## src/hdl/dds_pkg.sv

```systemverilog
// Shared types and field widths of the descending distance sorter.
package dds_pkg;

    localparam int TAG_BITS  = 16;
    localparam int DIST_BITS = 32;

    typedef struct packed {
        logic [TAG_BITS-1:0]         item_tag;
        logic signed [DIST_BITS-1:0] distance;
        logic                        last_item;
    } dds_item_t;

    typedef struct packed {
        logic [TAG_BITS-1:0]         sorted_tag;
        logic signed [DIST_BITS-1:0] sorted_distance;
        logic                        last_result;
    } dds_result_t;

endpackage

```

## src/hdl/dds_store.sv

```systemverilog
// Entry store of the sorter: one write port, one read port, registered read data.
module dds_store #(
    parameter int DEPTH = 64,
    parameter int WIDTH = 48
) (
    input  logic                     clk,
    input  logic                     wr_en,
    input  logic [$clog2(DEPTH)-1:0] wr_addr,
    input  logic [WIDTH-1:0]         wr_data,
    input  logic                     rd_en,
    input  logic [$clog2(DEPTH)-1:0] rd_addr,
    output logic [WIDTH-1:0]         rd_data
);

    logic [WIDTH-1:0] mem [DEPTH];
    logic [WIDTH-1:0] rd_data_reg;

    always_ff @(posedge clk)
    begin
        if (wr_en)
        begin
            mem[wr_addr] <= wr_data;
        end
    end

    always_ff @(posedge clk)
    begin
        if (rd_en)
        begin
            rd_data_reg <= mem[rd_addr];
        end
    end

    assign rd_data = rd_data_reg;

endmodule

```

## src/hdl/descending_distance_sorter_unit.sv

```systemverilog
// Top level of the descending distance sorter: insertion sequencer, key compare and emit.
//
// Load a list one transaction at a time (start high while busy is low); each item is
// inserted into a store kept in descending key order, equal keys in arrival order.
// Inserting an item walks down from the end of the held list, one entry per cycle
// through the read and write ports of the store and one signed key compare:
// each held entry with a strictly smaller key moves up one place, and the new item
// is written into the place above the first entry that is not smaller, or at the
// head of the list; busy stays high after the accepting cycle until it is placed.
// An item that arrives with MAX_ITEMS items held is dropped. The item marked
// last_item, after its own insertion or its drop, starts the emit:
// one result per held entry on consecutive cycles, farthest first, each shown for
// exactly one cycle with result_valid high, the final one with last_result set.
// Results are registered behind the emit states; the final result appears in the
// cycle after busy falls. The receiver cannot stall results, so sample
// result on every cycle where result_valid is high. The key is the low KEY_BITS
// of distance (zero-extended when KEY_BITS exceeds 32), and sorted_distance returns
// the key sign-extended to 32 bits, or its low 32 bits when wider. No clearing pass follows reset.
module descending_distance_sorter_unit #(
    parameter int MAX_ITEMS = 64,
    parameter int KEY_BITS  = 32
) (
    input  logic                clk,
    input  logic                rst_n,
    input  logic                start,
    output logic                busy,
    input  dds_pkg::dds_item_t  item,
    output logic                result_valid,
    output dds_pkg::dds_result_t result
);

    localparam int AW = (MAX_ITEMS > 1) ? $clog2(MAX_ITEMS) : 1;
    localparam int CW = $clog2(MAX_ITEMS + 1);
    localparam int EW = KEY_BITS + dds_pkg::TAG_BITS;

    typedef enum logic [1:0] {
        ST_IDLE,
        ST_CMP,
        ST_PLACE,
        ST_EMIT
    } state_t;

    state_t                          state_reg;
    logic [CW-1:0]                   count_reg;
    logic [AW-1:0]                   pos_reg;
    logic signed [KEY_BITS-1:0]      key_reg;
    logic [dds_pkg::TAG_BITS-1:0]    tag_reg;
    logic                            last_reg;
    logic                            emit_valid_reg;
    logic                            emit_last_reg;

    logic signed [KEY_BITS-1:0]      key_in;
    logic signed [KEY_BITS-1:0]      rd_key;
    logic [dds_pkg::DIST_BITS-1:0]   dist_out;

    logic                            wr_en;
    logic [AW-1:0]                   wr_addr;
    logic [EW-1:0]                   wr_data;
    logic                            rd_en;
    logic [AW-1:0]                   rd_addr;
    logic [EW-1:0]                   rd_data;

    logic                            accept;
    logic                            full;
    logic                            held_less;
    logic                            emit_at_end;

    // Form the sort key from the incoming distance.
    generate
        if (KEY_BITS > dds_pkg::DIST_BITS)
        begin : g_key_wide
            assign key_in = {{(KEY_BITS - dds_pkg::DIST_BITS){1'b0}}, item.distance};
            assign dist_out = rd_key[dds_pkg::DIST_BITS-1:0];
        end
        else if (KEY_BITS == dds_pkg::DIST_BITS)
        begin : g_key_same
            assign key_in = item.distance;
            assign dist_out = rd_key;
        end
        else
        begin : g_key_narrow
            assign key_in = item.distance[KEY_BITS-1:0];
            assign dist_out = {{(dds_pkg::DIST_BITS - KEY_BITS){rd_key[KEY_BITS-1]}}, rd_key};
        end
    endgenerate

    assign rd_key = rd_data[EW-1:dds_pkg::TAG_BITS];

    assign accept      = start && !busy;
    assign full        = (count_reg == CW'(MAX_ITEMS));
    // Shift only on strictly smaller held key, which keeps equal keys in arrival order.
    assign held_less   = (rd_key < key_reg);
    assign emit_at_end = (CW'(pos_reg) == (count_reg - CW'(1)));
    assign busy        = (state_reg != ST_IDLE);

    // Store port steering: the sequencer owns one read and one write per cycle.
    always_comb
    begin
        wr_en   = 1'b0;
        wr_addr = pos_reg;
        wr_data = {key_reg, tag_reg};
        rd_en   = 1'b0;
        rd_addr = pos_reg;
        unique case (state_reg)
            ST_IDLE:
            begin
                // Fetch the current tail entry for the first compare.
                rd_en   = accept && !full && (count_reg != '0);
                rd_addr = AW'(count_reg - CW'(1));
            end
            ST_CMP:
            begin
                wr_en = 1'b1;
                if (held_less)
                begin
                    // Move the held entry up one place and fetch the next one down.
                    wr_data = rd_data;
                    rd_en   = (pos_reg > AW'(1));
                    rd_addr = pos_reg - AW'(2);
                end
            end
            ST_PLACE:
            begin
                wr_en = 1'b1;
            end
            ST_EMIT:
            begin
                rd_en = 1'b1;
            end
            default:
            begin
                wr_en = 1'b0;
            end
        endcase
    end

    dds_store #(
        .DEPTH (MAX_ITEMS),
        .WIDTH (EW)
    ) u_store (
        .clk     (clk),
        .wr_en   (wr_en),
        .wr_addr (wr_addr),
        .wr_data (wr_data),
        .rd_en   (rd_en),
        .rd_addr (rd_addr),
        .rd_data (rd_data)
    );

    // Sequencer: insertion walk, placement, then emit when the list is closed.
    always_ff @(posedge clk or negedge rst_n)
    begin
        if (!rst_n)
        begin
            state_reg      <= ST_IDLE;
            count_reg      <= '0;
            pos_reg        <= '0;
            key_reg        <= '0;
            tag_reg        <= '0;
            last_reg       <= 1'b0;
            emit_valid_reg <= 1'b0;
            emit_last_reg  <= 1'b0;
        end
        else
        begin
            emit_valid_reg <= 1'b0;
            emit_last_reg  <= 1'b0;
            unique case (state_reg)
                ST_IDLE:
                begin
                    if (accept)
                    begin
                        key_reg  <= key_in;
                        tag_reg  <= item.item_tag;
                        last_reg <= item.last_item;
                        if (!full)
                        begin
                            pos_reg   <= AW'(count_reg);
                            state_reg <= (count_reg == '0) ? ST_PLACE : ST_CMP;
                        end
                        else if (item.last_item)
                        begin
                            // Drop the item but still emit the held list.
                            pos_reg   <= '0;
                            state_reg <= ST_EMIT;
                        end
                    end
                end
                ST_CMP:
                begin
                    if (held_less)
                    begin
                        pos_reg <= pos_reg - AW'(1);
                        if (pos_reg == AW'(1))
                        begin
                            state_reg <= ST_PLACE;
                        end
                    end
                    else
                    begin
                        count_reg <= count_reg + CW'(1);
                        pos_reg   <= '0;
                        state_reg <= last_reg ? ST_EMIT : ST_IDLE;
                    end
                end
                ST_PLACE:
                begin
                    count_reg <= count_reg + CW'(1);
                    pos_reg   <= '0;
                    state_reg <= last_reg ? ST_EMIT : ST_IDLE;
                end
                ST_EMIT:
                begin
                    emit_valid_reg <= 1'b1;
                    emit_last_reg  <= emit_at_end;
                    if (emit_at_end)
                    begin
                        count_reg <= '0;
                        state_reg <= ST_IDLE;
                    end
                    else
                    begin
                        pos_reg <= pos_reg + AW'(1);
                    end
                end
                default:
                begin
                    state_reg <= ST_IDLE;
                end
            endcase
        end
    end

    assign result_valid           = emit_valid_reg;
    assign result.sorted_tag      = rd_data[dds_pkg::TAG_BITS-1:0];
    assign result.sorted_distance = dist_out;
    assign result.last_result     = emit_last_reg;

    // The held count never exceeds the store depth.
    a_count_bound: assert property (@(posedge clk) disable iff (!rst_n)
        count_reg <= CW'(MAX_ITEMS))
        else $error("item count exceeds store depth");

    // A result only follows an emit cycle of the sequencer.
    a_result_from_emit: assert property (@(posedge clk) disable iff (!rst_n)
        result_valid |-> $past(state_reg == ST_EMIT))
        else $error("result strobe without emit");

    // The final result closes the list: no strobe in the next cycle.
    a_last_closes: assert property (@(posedge clk) disable iff (!rst_n)
        (result_valid && result.last_result) |=> !result_valid)
        else $error("result follows the final result");

    // An accepted item with room in the store always starts an insertion.
    a_insert_starts: assert property (@(posedge clk) disable iff (!rst_n)
        (accept && !full) |=> busy)
        else $error("accepted item not inserted");

endmodule
```

## config.mk

```make
export PLATFORM = sky130hd
export DESIGN_NAME = descending_distance_sorter_unit
export DESIGN_NICKNAME = d
export VERILOG_FILES = /design/src/hdl/dds_pkg.sv /design/src/hdl/dds_store.sv /design/src/hdl/descending_distance_sorter_unit.sv
export SDC_FILE = /design/constraint.sdc
export NUM_CORES = 2
export LEC_CHECK = 0
export ABC_AREA = 0
export BUFFER_PORTS_ARGS = -buffer_cell sky130_fd_sc_hd__clkbuf_2
export CAP_MARGIN = 0
export CORE_MARGIN = 4
export CORE_UTILIZATION = 34
export CTS_CLUSTER_DIAMETER = 200
export DETAILED_ROUTE_END_ITERATION = 10
export GPL_TIMING_DRIVEN = 0
export SKIP_CTS_REPAIR_TIMING = 1
export SYNTH_ARGS = -nofsm -noshare
export SYNTH_HDL_FRONTEND = slang
export SYNTH_SLANG_ARGS = --single-unit
```

## constraint.sdc

```tcl
create_clock -name clk -period 5.2 [get_ports clk]
set_input_delay 1.04 -clock clk [delete_from_list [all_inputs] [get_ports clk]]
set_output_delay 1.04 -clock clk [all_outputs]
set_load 0.005 [all_outputs]
```

## Yosys cells after proc, flatten, opt, wreduce, memory -nomap -nowiden

Memory sizes are Yosys's and may differ from the RTL's. A register that Yosys moved wholly into a read port is not among the register bits.
Index checks and enable logic that the tools add are counted.

| word-level totals | value |
|---|---|
| register bits after elaboration | 66 |
| RAM bits | 3072 |
| output and inout bits | 51 |
| memories kept | 1 |

Memory list:

| name | words | width | read ports | clocked after memory_dff | wr ports | line | source |
|---|---|---|---|---|---|---|---|
| u_store.mem | 64 | 48 | 1 | 1 | 1 | dds_store.sv:15 | `logic [WIDTH-1:0] mem [DEPTH];` |

| cells by class | value |
|---|---|
| add/subtract/negate cells | 5 |
| magnitude comparators | 2 |
| equality and inequality tests | 12 |
| multiplexer cells | 29 |
| reductions and logical operators | 15 |

Operators by type and width:

| cell | count |
|---|---|
| 2-to-1 mux 48 bit | 2 |
| 2-to-1 mux 6 bit | 6 |
| less-than comparator 32 bit | 1 |
| case mux 6 bit (4 select lines) | 1 |
| case mux 7 bit (3 select lines) | 1 |
| 2-to-1 mux 2 bit | 8 |
| 2-to-1 mux 7 bit | 2 |
| case mux 6 bit (2 select lines) | 1 |
| != test 2 bit (second input constant) | 4 |
| case mux 2 bit (4 select lines) | 1 |
| adder 7 x 1 -> 7 bit (second input constant) | 1 |
| equality test 6 x 7 -> 1 bit | 1 |
| equality test 7 bit (second input constant) | 1 |
| logical NOT 7 bit | 1 |
| nonzero test 7 bit | 1 |
| subtractor 7 x 1 -> 7 bit (second input constant) | 1 |
| adder 6 x 1 -> 6 bit (second input constant) | 1 |
| equality test 6 x 1 -> 1 bit (second input constant) | 1 |
| > comparator 6 x 1 -> 1 bit (second input constant) | 1 |
| 2-to-1 mux 1 bit | 6 |
| != test 3 bit (second input constant) | 2 |
| AND reduction 3 bit | 2 |
| subtractor 6 x 1 -> 6 bit (second input constant) | 1 |
| subtractor 6 x 2 -> 6 bit (second input constant) | 1 |
| other kinds (11) | 15 |

## Depth between registers and ports, before layout

| depth | value |
|---|---|
| depth in word-level cells | 6 |
| gate-level depth with buffers | 18 |

## By module

From an unflattened synthesis, not the netlist that was laid out.

| second synthesis, totals | value |
|---|---|
| cells, all modules | 5456 |
| area, all modules | 122586.3 µm² |

Modules (own cells, without submodules):

| module | instances | cells an instance | area each (µm²) | seq. area each (µm²) |
|---|---|---|---|---|
| dds_store | 1 | 4970 | 117597.8 | 93689.9 |
| descending_distance_sorter_unit | 1 | 486 | 4988.5 | 1651.6 |

## Least setup slack after synthesis

No wires, ideal clock.

| timing | value |
|---|---|
| path type | register -> register |
| start point | register u_store.rd_data_reg[47], in the netlist u_store.rd_data[47], read port of u_store.mem |
| end point | memory u_store.mem[0][17], data pin |
| library setup time | 702 ps |
| arrival | 5053 ps |
| setup slack | -555 ps |
| stages on the path, launching flop included | 12 |
| clock period less this slack | 5755 ps |
| cell sequence | edfxtp_1 ha_1 buf_4 nand4_2 or4_1 a21oi_4 or3_4 buf_6 nor2_1 clkbuf_1 clkbuf_1 o21ai_0 |

| on the way | value |
|---|---|
| word-level cells in the longest chain between the ends | 3 |

RTL lines:

| element | line | source |
|---|---|---|
| start, declared | dds_store.sv:16 | `logic [WIDTH-1:0] rd_data_reg;` |
| less-than comparator 32 bit | descending_distance_sorter_unit.sv:92 | `assign held_less = (rd_key < key_reg);` |
| 2-to-1 mux 48 bit | descending_distance_sorter_unit.sv:114 | `if (held_less)` |
| 2-to-1 mux 48 bit | descending_distance_sorter_unit.sv:104 | `unique case (state_reg)` |
| net u_store.wr_data[17] | dds_store.sv:9 | `input logic [WIDTH-1:0] wr_data,` |
| end, declared | dds_store.sv:15 |  |

The timed path passes the listed nets, and every way through them passes these cells.

## Worst setup path in the final report

| timing | value |
|---|---|
| start point | register u_store.rd_data_reg[45], in the netlist u_store.rd_data[45], read port of u_store.mem |
| end point | register u_store.rd_data_reg[37], in the netlist u_store.rd_data[37], read port of u_store.mem, data pin |

| on the way | value |
|---|---|
| word-level cells in the longest chain between the ends | 3 |
| elaborated cells between the ends (all ways) | 5 |

RTL lines:

| element | line |
|---|---|
| less-than comparator 32 bit (*) | descending_distance_sorter_unit.sv:92 |
| 2-to-1 mux 1 bit or 2-to-1 mux 6 bit (tied branches) | descending_distance_sorter_unit.sv:114 |
| case mux 1 bit (3 select lines) or case mux 6 bit (2 select lines) (tied branches) | descending_distance_sorter_unit.sv:104 |

Mark *: on every way between the ends. The rest lies on a longest branch, timed or not.
A chain may end at the register's enable or synchronous reset.

==> flow_metrics.py <==
metrics = {
    "outcome": {
        "status": "finished with violations",
        "failed_checks": "antenna rules, setup timing",
    },
    "timing": {
        "finalHoldViolCount": 0,
        "fin_clk_skew_ps": 59.59,
        "setup_viol": 38,
        "worst-slew-pin-transition_ps": 1425,
        "min_hold_slack_ps": 143.4,
        "finalWorstSetupSlack_ps": -165.5,
        "max_freq_ghz": 0.1864,
        "report.final.slew_viol_count": 0,
        "grt_setup_unrepaired": "true",
        "fin_crit_sh_pct": 103.2,
        "max-slew-margin-rel_pct": 5.033,
        "layout_min_cycle_time_ps": 5365,
    },
    "die": {
        "floorplan.rows": 222,
        "top_level_ports": 103,
        "die-width_um": 615.7,
        "die-area_um2": 379100,
        "initial_utilization_pct": 34.25,
        "placeableCoreArea_um2": 366700,
        "die_h_um": 615.7,
    },
    "global_routing": {
        "grt_pass1_wl_mm": 564.6,
        "antenna_found_initial": 63,
        "grt_pass1_vias": 76638,
        "globalRoute.totalOverflow": 0,
        "grt.total_usage_pct": 20.56,
        "grt_max_degree": 65,
    },
    "setup_path": {
        "cp_max_fo": 10,
        "ff2ff_setup_slack_ps": -170,
        "worstPathArrival_ps": 6050,
        "worst-r2r-cell-count": 16,
        "critical_path.reg2reg.endpoint": "u_store.rd_data[37]",
        "crit_required_ps": 5880,
        "r2r_start": "u_store.rd_data[45]",
        "startpoint_type": "flip-flop",
        "timing_worst_setup_path_type": "flip-flop to flip-flop",
        "worst_setup_path_end_kind": "flip-flop",
    },
    "clock_tree": {
        "cts-buffers-inserted": 310,
        "cts_tree": "done",
        "cts_max_path_buffers": 4,
        "clk-insertion-delay-late_ps": 900,
        "cts.sinks": 3186,
        "path_clk_slew_ps": 60,
        "number_of_levels_the_h_tree_was_split_into": 5,
        "cts-root-buf": "sky130_fd_sc_hd__clkbuf_16",
    },
    "routing": {
        "remaining_drc_errors": 0,
        "detail_route.iter0.violations": 10658,
        "detail_route.wl_per_cell_um": 28.75,
        "number_of_vias_per_cell": 5.611,
        "wl_mm": 405.5,
        "route.vias.total": 79133,
        "drt_pre_antenna_iters": 8,
        "ant_nets": 1,
    },
    "layout": {
        "register_area_um2": 95340,
        "multi_input_comb_area_um2": 29870,
        "filler_instances": 32925,
        "largest_register_ffs": 3072,
        "layout.cells.most_common": "sky130_fd_sc_hd__edfxtp_1",
        "post_synthesis_to_final_layout_area_growth_pct": 18.54,
        "drive_above_1_share_pct": 17.56,
        "most-common-layout-cells": "sky130_fd_sc_hd__edfxtp_1, sky130_fd_sc_hd__nand2_1, sky130_fd_sc_hd__and3_1",
        "finish.net_count": 9079,
    },
    "synth": {
        "synth-seq-cells": 3186,
        "synth.net_count": 8459,
        "yosys_warnings": 0,
        "ys_dominant_reg_cell": "sky130_fd_sc_hd__edfxtp_1",
        "synth_edf_count": 3120,
        "number_of_cells_produced_by_synthesis": 8361,
        "syn_avg_cell_area_um2": 15.02,
        "yosysSeqAreaShare_pct": 75.93,
        "syn_area_um2": 125600,
        "synthArstFlopShare_pct": 2.072,
        "yosysUniqueCellTypes": 75,
    },
    "hold_path": {
        "tightest_hold_check_type": "input port to async pin",
    },
    "run": {
        "drv_cap": 0,
    },
    "placed_design": {
        "gpl.final_weighted_congestion": 0.9472,
        "port-buffer-count": 102,
        "dp_hpwl_mm": 283.8,
        "dp_worst_setup_slack_ps": -2290,
    },
}
[final cells by class]
type / count / share of cell area, %
repair buffers: 310 / 2.997
diodes: 67 / 0.1126
flip-flops and latches: 3186 / 64.06
clock buffers: 383 / 5.552
multi-input cells: 4559 / 20.07
inverters: 43 / 0.1084
clock inverters: 168 / 1.086
plain buffers: 571 / 1.970
well taps: 4816 / 4.048
[synthesized netlist by cell type, drive strengths merged (4+ instances only)]
library cell	instances	area share (%)
a211oi	278	1.7
a21oi	169	0.69
a221o	4	0.032
a311oi	96	0.67
a31oi	330	1.6
a32oi	52	0.36
and2	4	0.022
and3	378	1.9
and4	46	0.32
buf	185	0.77
clkbuf	388	1.2
dfrtp	66	1.3
edfxtp	3120	75
ha	46	0.46
inv	43	0.13
mux2	69	0.62
mux2i	57	0.46
mux4	192	3.4
nand2	1810	5.4
nand3	356	1.4
nand3b	4	0.024
nand4	10	0.055
nor2	234	0.71
nor3	103	0.41
nor4	5	0.035
o211ai	4	0.024
o21ai	151	0.60
o221ai	46	0.32
o22ai	47	0.23
or3	6	0.034
xnor2	10	0.070
xor2	11	0.077
[routing by layer]
layer	wire [um]	global-route usage, %	up-vias
li1	-	-	33445
met1	152700	26.93	40156
met2	185100	31.99	4671
met3	48740	5.789	843
met4	18340	8.884	18
met5	540	0	-
[critical path, stage by stage (launching register included)]
cell,delay [ps]
sky130_fd_sc_hd__edfxtp_1,660
sky130_fd_sc_hd__ha_1,460
sky130_fd_sc_hd__nand4_4,200
sky130_fd_sc_hd__or4_4,590
sky130_fd_sc_hd__a21oi_4,160
sky130_fd_sc_hd__buf_12,150
sky130_fd_sc_hd__or3_4,160
sky130_fd_sc_hd__buf_6,190
sky130_fd_sc_hd__mux2i_4,330
sky130_fd_sc_hd__buf_6,240
sky130_fd_sc_hd__nor2_1,120
sky130_fd_sc_hd__nand2_1,280
sky130_fd_sc_hd__clkbuf_4,370
sky130_fd_sc_hd__clkbuf_4,310
sky130_fd_sc_hd__a21oi_1,90
sky130_fd_sc_hd__nor3_2,430
sky130_fd_sc_hd__and4_2,400
[worst max path at each step]
stage	start	endpoint	slack [ps]	cells past startpoint
6_report	u_store.rd_data[45]	u_store.rd_data[37]	-170	16
5_1_grt	u_store.rd_data[45]	u_store.rd_data[26]	-80	16
4_1_cts	key_reg[31]	u_store.rd_data[26]	-2350	15
3_5_place_dp	key_reg[31]	u_store.rd_data[26]	-2290	15
3_3_place_gp	key_reg[31]	u_store.mem[4][28]	-7310	12
2_1_floorplan	u_store.rd_data[47]	u_store.mem[0][17]	-550	11
[logic make-up (layout without fill, tap and decap cells)]
kind of cell    after synthesis  in the layout  synth area share (%)
compound gates             1206           1206                 6.461
xor+xnor                     21             21                0.1465
fa+ha+maj                    46             46                0.4584
buf+inv                     616           1475                 2.062
flops                      3186           3186                 75.93
mux                         318            318                 4.530
other cells                   0             67                     0
simple gates               2968           2968                 10.41
[through the flow]
step | util [%] | setup TNS, ps | instance area, um2 | instances
final | 40.60 | -3145 | 148800 | 14103
after global routing | 40.57 | -785.8 | 148700 | 14060
after CTS | 39.93 | -3334270 | 146400 | 13998
after detailed placement | 37.23 | -3251590 | 136500 | 13447
after global placement | 36.03 | - | 132100 | 13279
after floorplan | - | -1079860 | 125600 | 8361
Power is not shown: default switching activity piles up to over one toggle a cycle in this logic, so the estimate is an artifact.
